`src/sv/lbcs_pkg.sv`:
```
// ----------------------------------------------------------------------------
// LED blink-code sequencer package
// Shared widths, codes, register defaults and the result record.
// ----------------------------------------------------------------------------
package lbcs_pkg;

    // Width of the elapsed-time counter (range 8 to 32).
    localparam int TIMER_BITS = 16;
    localparam int TIME_W     = 16;
    localparam int COUNT_W    = 4;
    // Common width for comparing the elapsed count against a time register.
    localparam int CMP_W      = (TIMER_BITS > TIME_W) ? TIMER_BITS : TIME_W;

    // Phase codes.
    localparam logic [1:0] PH_ON    = 2'd0;
    localparam logic [1:0] PH_GAP   = 2'd1;
    localparam logic [1:0] PH_PAUSE = 2'd2;

    // Step codes.
    localparam logic [1:0] STEP_ZERO = 2'd0;
    localparam logic [1:0] STEP_ONE  = 2'd1;
    localparam logic [1:0] STEP_TWO  = 2'd2;

    // Configuration register indexes.
    localparam int CFG_IDX_W = 3;
    localparam logic [CFG_IDX_W-1:0] CFG_ON_TIME    = 3'd0;
    localparam logic [CFG_IDX_W-1:0] CFG_GAP_TIME   = 3'd1;
    localparam logic [CFG_IDX_W-1:0] CFG_PAUSE_TIME = 3'd2;
    localparam logic [CFG_IDX_W-1:0] CFG_BLINKS_0   = 3'd3;
    localparam logic [CFG_IDX_W-1:0] CFG_BLINKS_1   = 3'd4;
    localparam logic [CFG_IDX_W-1:0] CFG_BLINKS_2   = 3'd5;

    // Register reset values.
    localparam logic [TIME_W-1:0]  RST_ON_TIME    = 16'd200;
    localparam logic [TIME_W-1:0]  RST_GAP_TIME   = 16'd200;
    localparam logic [TIME_W-1:0]  RST_PAUSE_TIME = 16'd1000;
    localparam logic [COUNT_W-1:0] RST_BLINKS_0   = 4'd1;
    localparam logic [COUNT_W-1:0] RST_BLINKS_1   = 4'd2;
    localparam logic [COUNT_W-1:0] RST_BLINKS_2   = 4'd3;

    // Stream data widths (whole bytes for the input and output streams).
    localparam int IN_DATA_W  = 8;
    localparam int RES_W      = 9;
    localparam int OUT_DATA_W = 16;

    // Result record; the last member sits in the lowest bit.
    typedef struct packed {
        logic [COUNT_W-1:0] blinks_done;
        logic [1:0]         group_step;
        logic [1:0]         phase_now;
        logic               led_on;
    } t_result;

endpackage

```
`src/sv/led_blink_count_sequencer.sv`:
```
// ----------------------------------------------------------------------------
// LED blink-code sequencer
// Drives an LED through three repeating groups of blinks from millisecond ticks.
// ----------------------------------------------------------------------------
// Each input transaction is either one millisecond tick (restart bit 0) or a
// restart request (restart bit 1), and each one yields exactly one result
// transaction carrying the LED level, the phase (on, gap, pause), the group
// step and the blinks done so far in the group. The block takes one
// transaction per clock cycle: the whole sequencer step is a few compares and
// counter updates done in the cycle of acceptance, and the result is written to
// the output register or the skid entry. A result register plus one skid
// entry lets the input keep flowing while a result waits; the input stalls
// only when both are full. Configuration registers are written through the
// cfg channel, which is always ready, and should only be written while the
// block is idle. A restart clears the sequence but keeps the registers.
module led_blink_count_sequencer import lbcs_pkg::*; (
    input  logic                  i_clk,
    input  logic                  i_rst_n,
    // Configuration write channel
    input  logic                  i_cfg_valid,
    output logic                  o_cfg_ready,
    input  logic [CFG_IDX_W-1:0]  i_cfg_index,
    input  logic [TIME_W-1:0]     i_cfg_data,
    // Input stream
    input  logic                  s_axis_tvalid,
    output logic                  s_axis_tready,
    input  logic [IN_DATA_W-1:0]  s_axis_tdata,  // [0] restart, rest zero
    // Result stream
    output logic                  m_axis_tvalid,
    input  logic                  m_axis_tready,
    output logic [OUT_DATA_W-1:0] m_axis_tdata   // [0] led_on, [2:1] phase_now,
                                                 // [4:3] group_step,
                                                 // [8:5] blinks_done, rest zero
);

    t_result core_result;
    t_result buf_result;
    logic    in_fire;

    assign o_cfg_ready = 1'b1;
    assign in_fire     = s_axis_tvalid && s_axis_tready;

    // Sequencer state advances exactly on accepted transactions.
    lbcs_core u_core (
        .i_clk       (i_clk),
        .i_rst_n     (i_rst_n),
        .i_cfg_we    (i_cfg_valid),
        .i_cfg_index (i_cfg_index),
        .i_cfg_data  (i_cfg_data),
        .i_step      (in_fire),
        .i_restart   (s_axis_tdata[0]),
        .o_result    (core_result)
    );

    // The buffer decides readiness; its accept matches in_fire above.
    lbcs_skid u_skid (
        .i_clk   (i_clk),
        .i_rst_n (i_rst_n),
        .i_valid (s_axis_tvalid),
        .o_ready (s_axis_tready),
        .i_data  (core_result),
        .o_valid (m_axis_tvalid),
        .i_ready (m_axis_tready),
        .o_data  (buf_result)
    );

    assign m_axis_tdata = {{(OUT_DATA_W-RES_W){1'b0}}, buf_result};

endmodule

```
`src/sv/lbcs_core.sv`:
```
// ----------------------------------------------------------------------------
// LED blink-code sequencer core
// Configuration registers and the sequence state, advanced once per accepted tick or restart.
// ----------------------------------------------------------------------------
module lbcs_core import lbcs_pkg::*; (
    input  logic                 i_clk,
    input  logic                 i_rst_n,
    input  logic                 i_cfg_we,
    input  logic [CFG_IDX_W-1:0] i_cfg_index,
    input  logic [TIME_W-1:0]    i_cfg_data,
    input  logic                 i_step,
    input  logic                 i_restart,
    output t_result              o_result
);

    localparam logic [TIMER_BITS-1:0] TIMER_MAX = {TIMER_BITS{1'b1}};
    localparam logic [COUNT_W-1:0]    COUNT_MAX = {COUNT_W{1'b1}};

    logic [TIME_W-1:0]     r_on_time, r_gap_time, r_pause_time;
    logic [COUNT_W-1:0]    r_blinks_0, r_blinks_1, r_blinks_2;

    logic [1:0]            r_phase, n_phase;
    logic [TIMER_BITS-1:0] r_elapsed, n_elapsed;
    logic [COUNT_W-1:0]    r_blinks, n_blinks;
    logic [1:0]            r_step, n_step;
    // The LED level is fully set by each step, so it needs no register here.
    logic                  n_led;

    logic [TIMER_BITS-1:0] elapsed_inc;
    logic [CMP_W-1:0]      elapsed_cmp;
    logic [COUNT_W-1:0]    blinks_inc;
    logic [COUNT_W-1:0]    group_count;

    always_ff @(posedge i_clk) begin
        if (!i_rst_n) begin
            r_on_time    <= RST_ON_TIME;
            r_gap_time   <= RST_GAP_TIME;
            r_pause_time <= RST_PAUSE_TIME;
            r_blinks_0   <= RST_BLINKS_0;
            r_blinks_1   <= RST_BLINKS_1;
            r_blinks_2   <= RST_BLINKS_2;
        end else if (i_cfg_we) begin
            case (i_cfg_index)
                CFG_ON_TIME:    r_on_time    <= i_cfg_data;
                CFG_GAP_TIME:   r_gap_time   <= i_cfg_data;
                CFG_PAUSE_TIME: r_pause_time <= i_cfg_data;
                CFG_BLINKS_0:   r_blinks_0   <= i_cfg_data[COUNT_W-1:0];
                CFG_BLINKS_1:   r_blinks_1   <= i_cfg_data[COUNT_W-1:0];
                CFG_BLINKS_2:   r_blinks_2   <= i_cfg_data[COUNT_W-1:0];
                default: ;
            endcase
        end
    end

    always_comb begin
        case (r_step)
            STEP_ONE: group_count = r_blinks_1;
            STEP_TWO: group_count = r_blinks_2;
            default:  group_count = r_blinks_0;
        endcase
    end

    assign elapsed_inc = (r_elapsed == TIMER_MAX) ? r_elapsed
                                                  : r_elapsed + TIMER_BITS'(1);
    assign elapsed_cmp = CMP_W'(elapsed_inc);
    assign blinks_inc  = (r_blinks == COUNT_MAX) ? r_blinks : r_blinks + COUNT_W'(1);

    always_comb begin
        n_phase   = r_phase;
        n_elapsed = elapsed_inc;
        n_blinks  = r_blinks;
        n_step    = r_step;
        n_led     = 1'b0;
        if (i_restart) begin
            n_phase   = PH_ON;
            n_elapsed = '0;
            n_blinks  = '0;
            n_step    = STEP_ZERO;
        end else begin
            case (r_phase)
                PH_ON: begin
                    n_led = 1'b1;
                    if (elapsed_cmp >= CMP_W'(r_on_time)) begin
                        n_led     = 1'b0;
                        n_blinks  = blinks_inc;
                        n_elapsed = '0;
                        n_phase   = (blinks_inc >= group_count) ? PH_PAUSE : PH_GAP;
                    end
                end
                PH_GAP: begin
                    if (elapsed_cmp >= CMP_W'(r_gap_time)) begin
                        n_phase   = PH_ON;
                        n_elapsed = '0;
                        n_led     = 1'b1;
                    end
                end
                default: begin
                    // Pause, and the unused code that behaves like it.
                    n_phase = PH_PAUSE;
                    if (elapsed_cmp >= CMP_W'(r_pause_time)) begin
                        n_step    = (r_step == STEP_ONE) ? STEP_TWO :
                                    (r_step == STEP_ZERO) ? STEP_ONE : STEP_ZERO;
                        n_blinks  = '0;
                        n_phase   = PH_ON;
                        n_elapsed = '0;
                        n_led     = 1'b1;
                    end
                end
            endcase
        end
    end

    always_ff @(posedge i_clk) begin
        if (!i_rst_n) begin
            r_phase   <= PH_ON;
            r_elapsed <= '0;
            r_blinks  <= '0;
            r_step    <= STEP_ZERO;
        end else if (i_step) begin
            r_phase   <= n_phase;
            r_elapsed <= n_elapsed;
            r_blinks  <= n_blinks;
            r_step    <= n_step;
        end
    end

    // The result of a transaction is the state it leaves behind.
    assign o_result.led_on      = n_led;
    assign o_result.phase_now   = n_phase;
    assign o_result.group_step  = n_step;
    assign o_result.blinks_done = n_blinks;

endmodule

```
`src/sv/lbcs_skid.sv`:
```
// ----------------------------------------------------------------------------
// LED blink-code sequencer result buffer
// Output register with one skid entry so input and output stall independently.
// ----------------------------------------------------------------------------
module lbcs_skid import lbcs_pkg::*; (
    input  logic    i_clk,
    input  logic    i_rst_n,
    input  logic    i_valid,
    output logic    o_ready,
    input  t_result i_data,
    output logic    o_valid,
    input  logic    i_ready,
    output t_result o_data
);

    logic    r_valid, r_skid_valid;
    t_result r_data, r_skid;
    logic    in_fire, out_fire;

    assign o_ready  = !r_skid_valid;
    assign in_fire  = i_valid && !r_skid_valid;
    assign out_fire = r_valid && i_ready;

    always_ff @(posedge i_clk) begin
        if (!i_rst_n) begin
            r_valid      <= 1'b0;
            r_skid_valid <= 1'b0;
        end else if (r_skid_valid) begin
            if (out_fire) begin
                r_skid_valid <= 1'b0;
            end
        end else if (in_fire) begin
            if (r_valid && !out_fire) begin
                r_skid_valid <= 1'b1;
            end else begin
                r_valid <= 1'b1;
            end
        end else if (out_fire) begin
            r_valid <= 1'b0;
        end
    end

    always_ff @(posedge i_clk) begin
        if (r_skid_valid) begin
            if (out_fire) begin
                r_data <= r_skid;
            end
        end else if (in_fire) begin
            if (r_valid && !out_fire) begin
                r_skid <= i_data;
            end else begin
                r_data <= i_data;
            end
        end
    end

    assign o_valid = r_valid;
    assign o_data  = r_data;

endmodule

```
`config.mk`:
```
export PLATFORM = sky130hd
export DESIGN_NAME = led_blink_count_sequencer
export DESIGN_NICKNAME = d
export VERILOG_FILES = /design/src/sv/lbcs_pkg.sv /design/src/sv/led_blink_count_sequencer.sv /design/src/sv/lbcs_core.sv /design/src/sv/lbcs_skid.sv
export SDC_FILE = /design/constraint.sdc
export NUM_CORES = 1
export LEC_CHECK = 0
export BUFFER_PORTS_ARGS = -buffer_cell sky130_fd_sc_hd__buf_4
export CAP_MARGIN = 15
export CORE_UTILIZATION = 46
export DETAILED_ROUTE_END_ITERATION = 12
export PLACE_DENSITY = 0.66
export REMOVE_ABC_BUFFERS = 1
export SYNTH_ARGS = -nofsm -noshare
export SYNTH_HDL_FRONTEND = slang
export SYNTH_SLANG_ARGS = --single-unit
```
`constraint.sdc`:
```
create_clock -name i_clk -period 9.6 [get_ports i_clk]
set_input_delay 1.92 -clock i_clk [delete_from_list [all_inputs] [get_ports i_clk]]
set_output_delay 1.92 -clock i_clk [all_outputs]
set_load 0.02 [all_outputs]
```
==> results <==
- The path type of the worst setup path is reg2reg.
- The largest net degree at the start of global routing is 77.
- The final setup skew is 8.57 ps.
- The data required time at the worst endpoint is 9700 ps.
- The flow ran to the end, and the final reports show no timing, DRC or antenna violations.
- The end point of the critical path is u_skid.o_data[2].
- For flop-to-flop paths, the worst setup slack is 5110 ps.
- The buffers plus inverters on the worst setup path is 0.
- The average cell area after synthesis is 8.64 um^2.
- Of the cells placed in the final design, the portion with a size suffix greater than 1 is 8.43%.
- Broken down by cell family, the worst path's largest delay share belongs to compound AO/OA/AOI/OAI gates.
- Based on the critical path, the design can be clocked at up to 223 MHz.
- After detailed routing, the number of remaining DRC violations is 0.
- The capture point of the worst reg-to-reg path is u_skid.o_data[2].
- The count of different cell masters after synthesis is 55.
- The number of port buffers is 35.
- Setup repair after global routing left no endpoint under its margin.
- The setup TNS is 0 ps.
- The die is 115 um wide.
- The worst-case vdd ir drop is 0.127 mV.
- In this run the vertical extent of the chip is 115 um.
- The total power density per cell area is 135 mW/mm^2.
- Once the floorplan was initialized, standard cells occupied 48.0% of the core.
- The largest fanout on the critical path is 13.
- On the worst path, the slowest cell contributes a delay of 740 ps.
- The sink count of the clock tree is 104.
- The number of enable-type register cells in the synthesized netlist is 18.
- Setup violations remaining at the end of the flow were counted as 0.
- The via count of the first global-routing pass is 4476.
- The clock passes through at most 2 buffers.
- The last weighted congestion value of the routability-driven placer is 0.833.
- The initial antenna violation count came to 0.
- Summing all multi-input logic gate instances after layout gives 0.00321 mm^2.
- The relative slew slack is 37.8%.
- The number of cells on the critical path is 14.
- In the layout the commonest cells are sky130_fd_sc_hd__nand2_1 (127), sky130_fd_sc_hd__dfxtp_1 (86), sky130_fd_sc_hd__ha_1 (57).
- The number of iterations in the first detailed-routing pass is 4.
- The count of fill cells added during filler insertion is 1135.
- The post-layout instance count excluding filler cells is 868.
- The number of antenna diodes in the final layout is 0.
- For this run, the post-layout net count is 784.
- The most common flop cell mapped by yosys is sky130_fd_sc_hd__dfxtp_1.
- The total overflow left after global routing is 0.
- The die area is 0.0131 mm^2.
- After clock tree synthesis, the flow added hold-fix buffers numbering 0.
- The clock-pin slew of the registers on the worst-case setup and hold paths is 70 ps.
- For this design the static power due to leakage is 0.00259 uW.
- The flop and latch count out of synthesis is 104.
- The worst reg2reg path startpoint is u_core.r_elapsed[0].
- The placed cell count is 851.
- The final count of pins violating max slew is 0.
- For the pin with the worst max-slew slack, the measured transition is 927 ps.
- In this run the remaining antenna-violating nets after routing total 0.
- Max-cap violations in this run came to 0.
- The insertion delay to the later sink of the worst-skew pair is 360 ps.
- The first global-routing pass estimated 21900 um of wire.
- The launching instance or port of the critical path is u_core.r_elapsed[0].
- The instance count of the mapped netlist is 675.
- For this design, the slowest cell found on the critical path is sky130_fd_sc_hd__o21ai_1.
- Once detailed placement completed, the half-perimeter wirelength came to 9400 um.
- The Yosys step of the flow raised 0 warnings.
- The root buffer cell chosen for the clock tree is sky130_fd_sc_hd__clkbuf_16.
- The routed design could run at a clock period as short as 4490 ps.
- The total count of hold-check failures in the final report was 0.
- The area of the core is 0.0122 mm^2.
- The logic depth of the worst register-to-register path is 14.
- In the final layout, flip-flops and latches occupy 0.00226 mm^2.
- The maximum level of the CTS H-tree is 3.
- For this run, asynchronously set or reset flops after synthesis account for 0%.
- The fraction of the cycle the final worst path needs is 46.7%.
- 51 I/O pins were placed.
- The total routing resource utilization after global routing is 21.7%.
- The detailed router finished its first iteration with 303 violations.
- Walking the worst path, the cells encountered are ha_1 -> and3_1 -> and3_1 -> nand2_1 -> nand3_1 -> xnor2_1 -> ha_1 -> o211ai_1 -> o21ai_0 -> nand2_1 -> o21ai_1 -> nor2_1 -> a21boi_1 -> mux2_2.
- The final route contains 4658 vias.
- The placement row count is 40.
- STA classifies the critical path startpoint as a register.
- TritonCTS built the clock tree.
- The wire length per cell after detailed routing is 15.1 um.
- The netlist area before placement is 0.00583 mm^2.
- Dividing the detail-routed via count by the number of cells gives 5.37.
- In this run, CTS created clock tree buffers numbering 9.
- For this run, the register share of the synthesized area comes to 38.8%.
- Compared with the post-synthesis result, the final layout area differs by 10.6%.
- After clock tree synthesis, the setup repair step added 0 buffers.
- The worst hold slack is 454 ps.
- The core utilization of the finished layout is 53.0%.
- At the worst endpoint, the arrival time is 4590 ps.
- The classification of the worst-slack hold path is reg2reg.
- The post-cts gate resize count is 0.
- The final layout contains routed wiring with a total length of 13100 um.
- Leaving out fill and tap cells, the most frequent cell in the layout is sky130_fd_sc_hd__nand2_1.
- The nature of the critical path endpoint is a register.
## stage by stage
stage / power [uW] / area (um^2) / worst slack [ps]
floorplan: 510 / 5690 / 5960
global placement: 541 / 6180 / 5230
detailed placement: 544 / 6180 / 5190
CTS: 880 / 6440 / 5170
global route: 906 / 6450 / 4820
finish: 872 / 6450 / 5110
## cell families (layout without fill, tap and decap cells)
family	count (synthesis)	after routing	share of synthesized area, %
AOI/OAI and AO/OA	160	160	19.6
buffers and inverters	93	112	6.63
DFF	104	104	38.8
adders and majority gates	57	57	12.2
and+or+nand+nor	230	230	17.8
other	2	8	0.129
xor gates and xnor gates	10	10	1.50
muxes	19	19	3.33
## registers in the layout, indices dropped and copies added (netlist names)
signal	count
u_core.r_blinks	4
u_core.r_blinks_0	4
u_core.r_blinks_1	4
u_core.r_blinks_2	4
u_core.r_elapsed	16
u_core.r_gap_time	16
u_core.r_on_time	16
u_core.r_pause_time	16
u_core.r_phase	2
u_core.r_step	2
u_skid.o_data	9
u_skid.o_valid	1
u_skid.r_skid	9
u_skid.r_skid_valid	1
## worst min-delay path by stage
stage	start	end	slack (ps)	cells after the start
2_1_floorplan	u_core.r_gap_time[10]	u_core.r_gap_time[10]	440	2
3_3_place_gp	u_core.r_pause_time[13]	u_core.r_pause_time[13]	440	2
5_1_grt	u_core.r_gap_time[2]	u_core.r_gap_time[2]	470	2
6_report	u_core.r_gap_time[8]	u_core.r_gap_time[8]	450	2
4_1_cts	u_core.r_pause_time[4]	u_core.r_pause_time[4]	450	2
3_5_place_dp	u_core.r_gap_time[8]	u_core.r_gap_time[8]	450	2
## layout make-up
| type | count | area share, % |
|---|---|---|
| Clock buffer | 10 | 3.55 |
| Clock inverter | 6 | 0.562 |
| Timing Repair Buffer | 38 | 4.42 |
| Inverter | 58 | 3.37 |
| Sequential cell | 104 | 35.1 |
| Tap cell | 168 | 3.26 |
| Multi-Input combinational cell | 484 | 49.8 |
## tightest hold or removal path: stages (launching register included)
cell                       delay (ps)
sky130_fd_sc_hd__dfxtp_1          310
sky130_fd_sc_hd__nand2_1           50
sky130_fd_sc_hd__a21boi_1          50
## Yosys cell counts, types with 2 or more instances
cell type | count | area share, %
sky130_fd_sc_hd__nand2_1 | 127 | 8.2
sky130_fd_sc_hd__dfxtp_1 | 86 | 30
sky130_fd_sc_hd__ha_1 | 57 | 12
sky130_fd_sc_hd__inv_1 | 56 | 3.6
sky130_fd_sc_hd__a21boi_1 | 37 | 4.8
sky130_fd_sc_hd__clkbuf_1 | 26 | 1.7
sky130_fd_sc_hd__nand3_1 | 23 | 2.0
sky130_fd_sc_hd__a21oi_1 | 21 | 1.8
sky130_fd_sc_hd__nor2_1 | 21 | 1.4
sky130_fd_sc_hd__edfxtp_1 | 18 | 9.3
sky130_fd_sc_hd__mux2i_1 | 16 | 2.7
sky130_fd_sc_hd__o211ai_1 | 16 | 2.1
sky130_fd_sc_hd__a22o_1 | 15 | 2.3
sky130_fd_sc_hd__nor2b_1 | 15 | 1.6
sky130_fd_sc_hd__nor3_1 | 11 | 0.94
sky130_fd_sc_hd__o21ai_0 | 11 | 0.94
sky130_fd_sc_hd__and3_1 | 10 | 1.1
sky130_fd_sc_hd__xnor2_1 | 10 | 1.5
sky130_fd_sc_hd__o21a_1 | 9 | 1.2
sky130_fd_sc_hd__o21ai_1 | 9 | 0.77
sky130_fd_sc_hd__buf_4 | 8 | 1.0
sky130_fd_sc_hd__nand2b_1 | 7 | 0.75
sky130_fd_sc_hd__a211oi_1 | 6 | 0.77
sky130_fd_sc_hd__a22oi_1 | 6 | 0.77
sky130_fd_sc_hd__nand4_1 | 6 | 0.64
sky130_fd_sc_hd__a21o_1 | 5 | 0.64
sky130_fd_sc_hd__a31oi_1 | 3 | 0.32
sky130_fd_sc_hd__nor3b_1 | 3 | 0.39
sky130_fd_sc_hd__o22ai_1 | 3 | 0.32
sky130_fd_sc_hd__o31ai_1 | 3 | 0.39
sky130_fd_sc_hd__a2111oi_0 | 2 | 0.30
sky130_fd_sc_hd__conb_1 | 2 | 0.13
sky130_fd_sc_hd__inv_2 | 2 | 0.13
sky130_fd_sc_hd__mux2_1 | 2 | 0.39
sky130_fd_sc_hd__o21bai_1 | 2 | 0.26
sky130_fd_sc_hd__or3_1 | 2 | 0.21
## layer usage
| layer | track usage, % | share of wire (%) | up-vias |
|---|---|---|---|
| li1 | - | - | 2384 |
| met1 | 28.3 | 48 | 2178 |
| met2 | 36.0 | 46 | 86 |
| met3 | 5.08 | 4.4 | 10 |
| met4 | 6.15 | 1.5 | 0 |
| met5 | 0 | 0 | - |
## where the power goes
group / switching [uW] / internal (uW) / total [uW]
registers: 5.74 / 454 / 460
clock network: 164 / 174 / 338
logic: 45.5 / 29.1 / 74.6
No activity file was read; power rests on OpenSTA's default activity.
